File: src/hdl/irt_pkg.sv
`default_nettype none
// ----------------------------------------------------------------------------
// irt_pkg
// Shared types and constants for the mailbox request tracker.
// ----------------------------------------------------------------------------
package irt_pkg;

  localparam int ADDR_W                = 32;
  localparam int PENDING_DEPTH_DEF     = 16;
  localparam int OUTSTANDING_DEPTH_DEF = 16;

  typedef enum logic [1:0] {
    OP_SUBMIT   = 2'd0,
    OP_TX_EMPTY = 2'd1,
    OP_REPLY    = 2'd2
  } op_t;

  typedef enum logic [2:0] {
    S_IDLE,
    S_POP,
    S_INSERT,
    S_REPLY,
    S_DONE
  } state_t;

  typedef struct packed {
    op_t               op;
    logic [ADDR_W-1:0] req_addr;
  } in_t;

  typedef struct packed {
    logic              send_valid;
    logic [ADDR_W-1:0] send_addr;
    logic              queued;
    logic              complete_valid;
    logic [ADDR_W-1:0] complete_addr;
    logic              unknown_reply;
    logic              overflow;
  } out_t;

endpackage
`default_nettype wire

File: src/hdl/irt_ram.sv
`default_nettype none
// ----------------------------------------------------------------------------
// irt_ram
// Simple dual-port RAM: one write port, one read port, registered read data.
// ----------------------------------------------------------------------------
module irt_ram #(
  parameter int WIDTH = 32,
  parameter int DEPTH = 16,
  parameter int AW    = (DEPTH > 1) ? $clog2(DEPTH) : 1
) (
  input  wire logic             clk,
  input  wire logic             we,
  input  wire logic [AW-1:0]    waddr,
  input  wire logic [WIDTH-1:0] wdata,
  input  wire logic             re,
  input  wire logic [AW-1:0]    raddr,
  output logic      [WIDTH-1:0] rdata
);

  logic [WIDTH-1:0] mem [DEPTH];

  always_ff @(posedge clk) begin
    if (we) begin
      mem[waddr] <= wdata;
    end
    if (re) begin
      rdata <= mem[raddr];
    end
  end

endmodule
`default_nettype wire

File: src/hdl/ipc_request_tracker.sv
// Path, accept to result register load: a submit queued or dropped at a full FIFO, a
// transmit-empty with nothing pending and an unused op go straight to the done state; a send
// walks the valid bits for the lowest free slot, after a FIFO pop state for a popped entry; a
// reply makes one table RAM read per entry until a hit or the end of the table.
// Throughput: one request in flight, the next taken once its result moves to the output;
// a held output stalls the input. Reset: slot free, FIFO empty, table invalid; RAMs kept.
`default_nettype none
// ----------------------------------------------------------------------------
// ipc_request_tracker
// Mailbox request tracker: pending FIFO and outstanding table held in RAMs.
// ----------------------------------------------------------------------------
module ipc_request_tracker
  import irt_pkg::*;
#(
  parameter int PENDING_DEPTH     = PENDING_DEPTH_DEF,
  parameter int OUTSTANDING_DEPTH = OUTSTANDING_DEPTH_DEF
) (
  input  wire logic clk,
  input  wire logic rst,
  input  wire logic in_valid,
  output logic      in_ready,
  input  wire in_t  in_data,
  output logic      out_valid,
  input  wire logic out_ready,
  output out_t      out_data
);

  localparam int PW  = $clog2(PENDING_DEPTH);
  localparam int OIW = (OUTSTANDING_DEPTH > 1) ? $clog2(OUTSTANDING_DEPTH) : 1;

  state_t            state, state_next;
  logic [ADDR_W-1:0] addr, addr_next;
  logic [OIW:0]      sc, sc_next;
  logic              rd_vld, rd_vld_next;
  logic [OIW-1:0]    rd_idx, rd_idx_next;
  logic              tx_busy, tx_busy_next;
  logic [PW-1:0]     head, head_next;
  logic [PW-1:0]     tail, tail_next;
  logic [PW:0]       pcount, pcount_next;
  logic [OUTSTANDING_DEPTH-1:0] ovalid, ovalid_next;
  out_t              res, res_next;
  logic              out_valid_next;
  out_t              out_data_next;

  logic              p_we, p_re;
  logic [PW-1:0]     p_raddr;
  logic [ADDR_W-1:0] p_rdata;
  logic              t_we, t_re;
  logic [OIW-1:0]    t_waddr, t_raddr;
  logic [ADDR_W-1:0] t_rdata;
  logic [OIW-1:0]    sc_idx;
  logic              hit;

  assign sc_idx = sc[OIW-1:0];
  assign hit    = rd_vld && ovalid[rd_idx] && (t_rdata == addr);

  irt_ram #(.WIDTH(ADDR_W), .DEPTH(PENDING_DEPTH)) u_pend_ram (
    .clk   (clk),
    .we    (p_we),
    .waddr (tail),
    .wdata (addr_next),
    .re    (p_re),
    .raddr (p_raddr),
    .rdata (p_rdata)
  );

  irt_ram #(.WIDTH(ADDR_W), .DEPTH(OUTSTANDING_DEPTH)) u_tbl_ram (
    .clk   (clk),
    .we    (t_we),
    .waddr (t_waddr),
    .wdata (addr),
    .re    (t_re),
    .raddr (t_raddr),
    .rdata (t_rdata)
  );

  always_comb begin
    state_next     = state;
    addr_next      = addr;
    sc_next        = sc;
    rd_vld_next    = rd_vld;
    rd_idx_next    = rd_idx;
    tx_busy_next   = tx_busy;
    head_next      = head;
    tail_next      = tail;
    pcount_next    = pcount;
    ovalid_next    = ovalid;
    res_next       = res;
    out_valid_next = out_valid && !out_ready;
    out_data_next  = out_data;
    in_ready       = 1'b0;
    p_we           = 1'b0;
    p_re           = 1'b0;
    p_raddr        = head;
    t_we           = 1'b0;
    t_re           = 1'b0;
    t_waddr        = sc_idx;
    t_raddr        = sc_idx;

    unique case (state)
      S_IDLE: begin
        in_ready = 1'b1;
        if (in_valid) begin
          addr_next   = in_data.req_addr;
          res_next    = '0;
          sc_next     = '0;
          rd_vld_next = 1'b0;
          state_next  = S_DONE;
          unique case (in_data.op)
            OP_SUBMIT: begin
              if (!tx_busy) begin
                state_next = S_INSERT;
              end else if (pcount == (PW+1)'(PENDING_DEPTH)) begin
                res_next.overflow = 1'b1;
              end else begin
                p_we            = 1'b1;
                tail_next       = (tail == PW'(PENDING_DEPTH - 1)) ? '0 : tail + 1'b1;
                pcount_next     = pcount + 1'b1;
                res_next.queued = 1'b1;
              end
            end
            OP_TX_EMPTY: begin
              tx_busy_next = 1'b0;
              if (pcount != '0) begin
                p_re        = 1'b1;
                head_next   = (head == PW'(PENDING_DEPTH - 1)) ? '0 : head + 1'b1;
                pcount_next = pcount - 1'b1;
                state_next  = S_POP;
              end
            end
            OP_REPLY: begin
              state_next = S_REPLY;
            end
            default: begin
              state_next = S_DONE;
            end
          endcase
        end
      end

      S_POP: begin
        addr_next  = p_rdata;
        state_next = S_INSERT;
      end

      // walk the valid bits for the lowest free slot
      S_INSERT: begin
        if (!ovalid[sc_idx]) begin
          t_we                = 1'b1;
          ovalid_next[sc_idx] = 1'b1;
          tx_busy_next        = 1'b1;
          res_next.send_valid = 1'b1;
          res_next.send_addr  = addr;
          state_next          = S_DONE;
        end else if (sc == (OIW+1)'(OUTSTANDING_DEPTH - 1)) begin
          res_next.overflow = 1'b1;
          state_next        = S_DONE;
        end else begin
          sc_next = sc + 1'b1;
        end
      end

      // issue one table read a cycle, compare the previous one
      S_REPLY: begin
        if (hit) begin
          ovalid_next[rd_idx]     = 1'b0;
          res_next.complete_valid = 1'b1;
          res_next.complete_addr  = addr;
          state_next              = S_DONE;
        end else if (!rd_vld && sc == (OIW+1)'(OUTSTANDING_DEPTH)) begin
          res_next.unknown_reply = 1'b1;
          state_next             = S_DONE;
        end else if (sc != (OIW+1)'(OUTSTANDING_DEPTH)) begin
          t_re        = 1'b1;
          sc_next     = sc + 1'b1;
          rd_vld_next = 1'b1;
          rd_idx_next = sc_idx;
        end else begin
          rd_vld_next = 1'b0;
        end
      end

      S_DONE: begin
        if (!out_valid || out_ready) begin
          out_valid_next = 1'b1;
          out_data_next  = res;
          state_next     = S_IDLE;
        end
      end

      default: begin
        state_next = S_IDLE;
      end
    endcase
  end

  always_ff @(posedge clk) begin
    if (rst) begin
      state     <= S_IDLE;
      tx_busy   <= 1'b0;
      head      <= '0;
      tail      <= '0;
      pcount    <= '0;
      ovalid    <= '0;
      out_valid <= 1'b0;
      rd_vld    <= 1'b0;
    end else begin
      state     <= state_next;
      tx_busy   <= tx_busy_next;
      head      <= head_next;
      tail      <= tail_next;
      pcount    <= pcount_next;
      ovalid    <= ovalid_next;
      out_valid <= out_valid_next;
      rd_vld    <= rd_vld_next;
    end
  end

  always_ff @(posedge clk) begin
    addr     <= addr_next;
    sc       <= sc_next;
    rd_idx   <= rd_idx_next;
    res      <= res_next;
    out_data <= out_data_next;
  end

endmodule
`default_nettype wire

File: config.mk
export PLATFORM = sky130hd
export DESIGN_NAME = ipc_request_tracker
export DESIGN_NICKNAME = d
export VERILOG_FILES = /design/src/hdl/irt_pkg.sv /design/src/hdl/irt_ram.sv /design/src/hdl/ipc_request_tracker.sv
export SDC_FILE = /design/constraint.sdc
export NUM_CORES = 1
export LEC_CHECK = 0
export ABC_CLOCK_PERIOD_IN_PS = 4900
export BUFFER_PORTS_ARGS = -buffer_cell sky130_fd_sc_hd__clkbuf_2
export CELL_PAD_IN_SITES_DETAIL_PLACEMENT = 0
export CELL_PAD_IN_SITES_GLOBAL_PLACEMENT = 1
export CORE_MARGIN = 8
export CORE_UTILIZATION = 30
export DETAILED_ROUTE_END_ITERATION = 7
export GPL_TIMING_DRIVEN = 0
export PLACE_DENSITY = 0.46
export SKIP_CTS_REPAIR_TIMING = 1
export SYNTH_ARGS = -nofsm -noshare
export SYNTH_HDL_FRONTEND = slang
export SYNTH_SLANG_ARGS = --single-unit
File: constraint.sdc
create_clock -name clk -period 4.9 [get_ports clk]
set_input_delay 0.735 -clock clk [delete_from_list [all_inputs] [get_ports clk]]
set_output_delay 0.735 -clock clk [all_outputs]
set_load 0.1 [all_outputs]
==> results of run 1 <==
[cells in the final DEF (no fill, tap or decap), types with 33 or more instances in the layout]
| cell type | n |
|---|---|
| mux4_2 | 326 |
| nor2b_1 | 40 |
| clkinv_1 | 42 |
| and3_1 | 37 |
| dfxtp_1 | 67 |
| clkbuf_1 | 116 |
| a22oi_1 | 33 |
| clkbuf_16 | 155 |
| edfxtp_1 | 1235 |
| a31oi_1 | 38 |
| clkbuf_2 | 108 |
| and2_1 | 36 |
[worst max-delay path, delay by kind of cell (launching register included)]
family | cells | cell delay (ns)
and+or+nand+nor | 1 | 0.56
AOI/OAI and AO/OA | 1 | 0.31
adders and majority gates | 1 | 0.33
buffers and inverters | 5 | 2.16
DFF | 1 | 0.50
[state kept, by name (all words and copies together), names as in the netlist]
signal and flops:
res 69, u_pend_ram.rdata 32, state 3, tx_busy 1, out_data 69, tail 4
u_pend_ram.mem 512, out_valid 1, rd_idx 4, rd_vld 1, head 4, sc 5
pcount 5, ovalid 16, addr 32, u_tbl_ram.mem 512, u_tbl_ram.rdata 32
[routing by layer]
metal | wire length [um] | vias up
met4 | 4320 | 0
met2 | 72700 | 573
met3 | 5420 | 194
met5 | 0 | -
met1 | 55600 | 12829
li1 | - | 10171
[area by class of cell]
type | count | area (sq um) | share of cell area [%]
Clock buffer | 184 | 3990 | 6.78
Tap cell | 2189 | 2740 | 4.66
Buffer | 122 | 488 | 0.830
Antenna cell | 4 | 10.0 | 0.0170
Multi-Input combinational cell | 821 | 10800 | 18.3
Inverter | 19 | 71.3 | 0.121
Sequential cell | 1302 | 38400 | 65.4
Clock inverter | 76 | 488 | 0.830
Timing Repair Buffer | 191 | 1800 | 3.06
[power by group]
| group | total [mW] | leakage (nW) | internal [mW] | switching, mW |
|---|---|---|---|---|
| Combinational | 5.22 | 4.23 | 1.68 | 3.54 |
| Sequential | 15.6 | 11.8 | 14.3 | 1.31 |
| Clock | 10.3 | 2.19 | 5.99 | 4.33 |
[cell usage after synthesis, types with 3 or more instances]
master,n
o2bb2ai_1,4
nand2b_1,11
buf_2,3
mux2i_1,14
and2_1,39
or4_1,4
dfxtp_1,67
nor2b_1,40
a31oi_1,38
nand3_1,7
nand2_1,33
o21ai_0,45
inv_1,18
nor3_1,17
o41ai_2,4
a21oi_1,19
clkbuf_1,87
mux4_2,326
a22oi_1,33
nor4_1,7
buf_1,29
nand4_1,10
nor2_1,45
xnor2_1,23
and3_1,38
ha_1,13
edfxtp_1,1235
xor2_1,18
o311ai_1,8
[path summary, 6_finish.rpt]
path | start | slack (ns) | cells after the start | endpoint
setup / recovery | sc[1]$_SDFFCE_PP0P_ | 0.66 | 8 | u_tbl_ram.rdata[23]$_DFFE_PP_
hold / removal | out_ready | 0.35 | 3 | out_valid$_SDFF_PP0_
setup reg to reg | sc[1]$_SDFFCE_PP0P_ | 0.66 | 8 | u_tbl_ram.rdata[23]$_DFFE_PP_
hold reg to reg | res[11]$_DFFE_PP_ | 0.42 | 0 | out_data[11]$_DFFE_PP_
[metrics by stage]
step | TNS, ns | instances | worst slack (ns)
after floorplan | 0 | 2264 | 0.240
after global placement | -1311.06 | 4561 | -3.90
after detailed placement | 0 | 4640 | 0.535
after CTS | 0 | 4900 | 0.533
after global routing | 0 | 4905 | 0.459
final | 0 | 4908 | 0.658
[cell families (layout without fill, tap and decap cells)]
logic type,Yosys count,count (layout),synth area share [%]
xor+xnor,41,41,0.725
other cells,0,4,0
mux,340,340,15.1
buf+inv,141,592,1.13
flops,1302,1302,77.6
compound gates,161,161,2.14
fa+ha+maj,14,14,0.369
simple gates,265,265,2.96
==> summary.md, run 1 <==
| Metric | Value |
|---|---|
| Run status | `complete, no violations` |
| Crit path launch type | `flip-flop` |
| CP Capture Type | `flip-flop` |
| Leakage | `~18 nW` |
| Reg clk slew, reported paths | `0.06 ns` |
| DP HPWL | `about 95000 um` |
| Num CTS Buffers | `~140` |
| Cell variety after synth | `50` |
| Slew HR | `8.14%` |
| Routability cong. | `between 0.7 and 0.8` |
| Worst-margin pin slew | `1.38 ns` |
| Final Hold Fails | `0` |
| Row Count | `between 100 and 150` |
| GR Layer Usage met1 | `a little under a fifth` |
| Die W | `approximately 420 um` |
| Share of layout cells above drive strength 1 | `between 20% and 30%` |
| Core ar. | `0.164 sq mm` |
| Worst endpoint required time | `5.35 ns` |
| Tmin final | `approximately 4.2 ns` |
| Final core occ | `35.8%` |
| Num Clock Sinks | `between 1000 and 1500` |
| Placement Cell Area | `0.0543 sq mm` |
| Maximum fanout along the worst path | `18` |
| Max-slew violations | `0` |
| Yosys top cell by area | `edfxtp_1` |
| Crit-path slowest cell | `clkbuf_1` |
| Most used flip-flop cell after synthesis | `edfxtp_1` |
| Max-cap violations | `0` |
| Initial Util | `30.1%` |
| FF+latch count, synth | `1302` |
| Clk_lat worst skew | `~0.76 ns` |
| Tightest Hold Check Type | `in -> reg` |
| Final setup viols | `0` |
| Antenna violations before repair | `5` |
| # fillers | `around 15000` |
| EDFF count, synth | `between 1000 and 1500` |
| Max Freq | `236 MHz` |
| Antenna Nets Post-Route | `0` |
| Routed len/inst | `approximately 28 um` |
| Syn Inst Count | `about 2300` |
| PortBufs | `108` |
| Total power | `about 31 mW` |
| Cell mode on critical path | `clkbuf_1` |
| Vias | `between 20000 and 25000` |
| Crit path cell chain | `buf_2 -> clkbuf_1 -> clkbuf_1 -> inv_1 -> ha_1 -> a31oi_1 -> and2_2 -> buf_16` |
| Total GRT Usage | `between 10% and 20%` |
| Drt pass-1 iters | `5` |
| Synth Warn # | `0` |
| Seq/Total Area, Yosys | `between 70% and 80%` |
| Initial DRC count | `approximately 1800` |
| Post-synth ARST share | `0%` |
| Global-route wire length before repair | `about 200000 um` |
| I/O Pins | `between 100 and 150` |
| DR vias/cell | `~4.8` |
| CTS max path bufs | `3` |
| Critical path class | `reg -> reg` |
| M2 GR Usage | `about 27%` |
| CP arrival | `~4.7 ns` |
| Grt met3 use | `2.65%` |
| Synth area leaders | `edfxtp_1 75%, mux4_2 15%, dfxtp_1 2.7%, clkbuf_1 0.66%, nor2b_1 0.51%` |
| CTS Root Buffer Type | `clkbuf_16` |
| RSZ-0062 raised after global routing | `no` |
| DRT Wirelength | `around 140000 um` |
| Period utilization | `between 80 and 90%` |
| DRC Markers | `0` |
| Post-Syn Area per Cell | `~22 sq um` |
| Vias in the first global route | `about 26000` |
| Power per cell area | `529 mW/mm^2` |
| Max incr delay on CP | `approximately 0.75 ns` |
| Hold WS | `between 0.3 and 0.4 ns` |
| Die Y | `422 um` |
| Area delta synth->final | `18.7%` |
| VDD IR max | `~0.38 mV` |
| Largest net degree at the start of global routing | `70` |
| CTS HTree Levels | `4` |
| Die area | `0.178 sq mm` |
| GR Overflow Total | `0` |
| Busiest layer in global routing | `met2` |
| Layout Nets | `2653` |
| CTS tree | `yes` |
| Setup Skew | `0.0220 ns` |
| Top cell type's share of synthesized area | `around 75%` |
| Post-Syn Area | `between 0.04 and 0.05 sq mm` |
| Post-Syn Nets | `2316` |
| Layout Cell Area excl Fill | `approximately 0.059 sq mm` |
Power figures use the tool's default switching activity.
==> run 2, diff against run 1 <==
--- a/config.mk
+++ b/config.mk
@@ -10,11 +10,12 @@
 export CELL_PAD_IN_SITES_DETAIL_PLACEMENT = 0
 export CELL_PAD_IN_SITES_GLOBAL_PLACEMENT = 1
 export CORE_MARGIN = 8
-export CORE_UTILIZATION = 30
+export CORE_UTILIZATION = 55
 export DETAILED_ROUTE_END_ITERATION = 7
 export GPL_TIMING_DRIVEN = 0
-export PLACE_DENSITY = 0.46
+export PLACE_DENSITY = 0.77
 export SKIP_CTS_REPAIR_TIMING = 1
 export SYNTH_ARGS = -nofsm -noshare
 export SYNTH_HDL_FRONTEND = slang
 export SYNTH_SLANG_ARGS = --single-unit
+export TNS_END_PERCENT = 100
==> summary.md, run 2 (synthesis gave the netlist of run 1 again) <==
| Metric | Value |
|---|---|
| Routability cong. | `about 0.83` |
| HP Start | `out_ready` |
| Crit path cell chain | `buf_2 -> clkbuf_1 -> clkbuf_1 -> inv_1 -> ha_1 -> a31oi_1 -> and2_2` |
| Maximum fanout along the worst path | `32` |
| Hold Crit Endpoint | `out_valid$_SDFF_PP0_` |
| Period utilization | `between 90% and 100%` |
| Setup Skew | `between 0.02 and 0.03 ns` |
| CTS HTree Levels | `4` |
| Worst Setup Slack, final | `0.487 ns` |
| Initial DRC count | `roughly 2600` |
| Antenna Nets Post-Route | `0` |
| CTS tree | `yes` |
| Final setup viols | `0` |
| Max-cap violations | `0` |
| CP arrival | `roughly 4.7 ns` |
| Share of layout cells above drive strength 1 | `roughly 27%` |
| Cells after DPL | `approximately 3600` |
| Clk_lat worst skew | `0.72 ns` |
| Biggest regs | `u_pend_ram.mem (512), u_tbl_ram.mem (512)` |
| Final Hold Fails | `0` |
| Sequential share of power | `51.2%` |
| Total GRT Usage | `around a quarter` |
| Row Count | `110` |
| Max incr delay on CP | `0.88 ns` |
| Diode count | `0` |
| Switching portion of total power | `28.3%` |
| CP Buf/Inv Count | `4` |
| Comb power frac | `about 16%` |
| Initial Util | `around 55%` |
| Crit path launch type | `flip-flop` |
| Critical path class | `reg -> reg` |
| Net switching power | `roughly 8.6 mW` |
| Num Clock Sinks | `roughly 1300` |
| CTS max path bufs | `3` |
| DRC Markers | `0` |
| Global-route wire length before repair | `170000 um` |
| Clock power share | `between 30% and 40%` |
| Die area | `approximately 0.1 sq mm` |
| Drt pass-1 iters | `6` |
| CP Capture Type | `flip-flop` |
| Placement Cell Area | `0.0527 sq mm` |
| Reg clk slew, reported paths | `around 0.060 ns` |
| DRT Wirelength | `116000 um` |
| Vias | `24110` |
| Most frequent cells in the layout | `1235 x edfxtp_1, 326 x mux4_2, 140 x clkbuf_16, 119 x clkbuf_1, 108 x clkbuf_2` |
| Antenna violations before repair | `1` |
| R2R setup slack | `between 0.4 and 0.5 ns` |
| I/O Pins | `about 110` |
| Largest net degree at the start of global routing | `slightly above 50` |
| Cell family with most CP delay | `buffers and inverters` |
| Num CTS Buffers | `between 100 and 150` |
| Int Pwr | `~22 mW` |
| Area delta synth->final | `15.0%` |
| Hold depth | `3` |
| Register-to-Register Path Depth | `7` |
| Routed len/inst | `just over 30 um` |
| Layout Cells excl Fill | `between 3000 and 4000` |
| Power per cell area | `approximately 530 mW/mm^2` |
| Core ar. | `around 0.09 sq mm` |
| Worst endpoint required time | `between 5 and 6 ns` |
| Pre-CTS setup slack | `between 0.4 and 0.5 ns` |
| Die Y | `approximately 320 um` |
| Run status | `complete, no violations` |
| Layout Nets | `roughly 2600` |
| PortBufs | `~110` |
| Slew HR | `around 18%` |
| Crit-path slowest cell | `and2_2` |
| VDD IR max | `0.376 mV` |
| Tightest Hold Check Type | `in -> reg` |
| Max-slew violations | `0` |
| Setup TNS | `0 ns` |
| Worst-margin pin slew | `1.23 ns` |
| Layout Cell Area excl Fill | `between 0.05 and 0.06 sq mm` |
| Cell mode on critical path | `clkbuf_1` |
| Max Freq | `around 230 MHz` |
| CTS Root Buffer Type | `clkbuf_16` |
| Vias in the first global route | `about 25000` |
| Die W | `approximately 320 um` |
| DP HPWL | `approximately 78000 um` |
| Worst R2R End | `u_tbl_ram.rdata[13]$_DFFE_PP_` |
| GR Overflow Total | `0` |
| RSZ-0062 raised after global routing | `no` |
| Tmin final | `between 4 and 5 ns` |
| DR vias/cell | `around 6.3` |
| RR Startpoint | `sc[1]$_SDFFCE_PP0P_` |
| Leakage | `~18 nW` |
| Leading cell type in the layout, fill and taps excluded | `edfxtp_1` |
run 2: changes by cell type in the layout (fill, tap and decap cells not counted), sizes merged, moves of 2 or more:
cell,change
diode,-4
bufinv,+4
clkbuf,-4
clkinvlp,-2
buf,-24
clkinv,-19
run 2: per-layer routing:
layer,vias to the layer above,track usage (%),share of wire [%]
met5,-,0,0
met4,0,8.97,3.5
met3,225,3.72,5.9
met2,1059,42.0,53
met1,12744,29.2,38
li1,10082,-,-
run 2: worst reg2reg max path: stages (launching register included):
cell	delay (ns)
edfxtp_1	0.51
buf_2	0.40
clkbuf_1	0.58
clkbuf_1	0.73
inv_1	0.19
ha_1	0.32
a31oi_1	0.37
and2_2	0.88
run 2: area by class of cell:
cell class	count	area, sq um
plain buffers	122	488
clock buffers	180	3730
clock inverters	58	508
fillers	5871	32600
inverters	19	71.3
multi-input cells	821	10800
flip-flops and latches	1302	38400
well taps	1176	1470
repair buffers	167	1510
run 2: worst max path at each step:
stage | slack [ns] | startpoint | cells past startpoint | endpoint
floorplan | 0.24 | state[0]$_SDFFE_PP0P_ | 6 | u_pend_ram.mem[7][0]$_DFFE_PP_
global placement | -2.53 | state[0]$_SDFFE_PP0P_ | 6 | u_tbl_ram.mem[2][19]$_DFFE_PP_
detailed placement | 0.45 | sc[1]$_SDFFCE_PP0P_ | 7 | u_tbl_ram.rdata[13]$_DFFE_PP_
CTS | 0.47 | sc[1]$_SDFFCE_PP0P_ | 7 | u_tbl_ram.rdata[27]$_DFFE_PP_
global route | 0.36 | sc[1]$_SDFFCE_PP0P_ | 7 | u_tbl_ram.rdata[27]$_DFFE_PP_
finish | 0.49 | sc[1]$_SDFFCE_PP0P_ | 7 | u_tbl_ram.rdata[13]$_DFFE_PP_
run 2: power by group through the flow:
stage	clock network (mW)	registers, mW	logic (mW)
6_report	9.86	15.4	4.90
2_1_floorplan	0	15.8	2.57
5_1_grt	10.4	15.6	5.19
4_1_cts	9.98	15.5	4.90
3_5_place_dp	0	15.7	4.87
3_3_place_gp	0	15.6	4.56
run 2: per-stage QoR:
step / hold slack, ns / util [%] / power (mW)
after CTS: 0.307 / 63.6 / 30.4
after detailed placement: 0.405 / 58.8 / 20.6
after global routing: 0.354 / 63.6 / 31.1
final: 0.346 / 63.6 / 30.2
after global placement: 0.402 / 57.6 / 20.2
after floorplan: 0.400 / - / 18.4
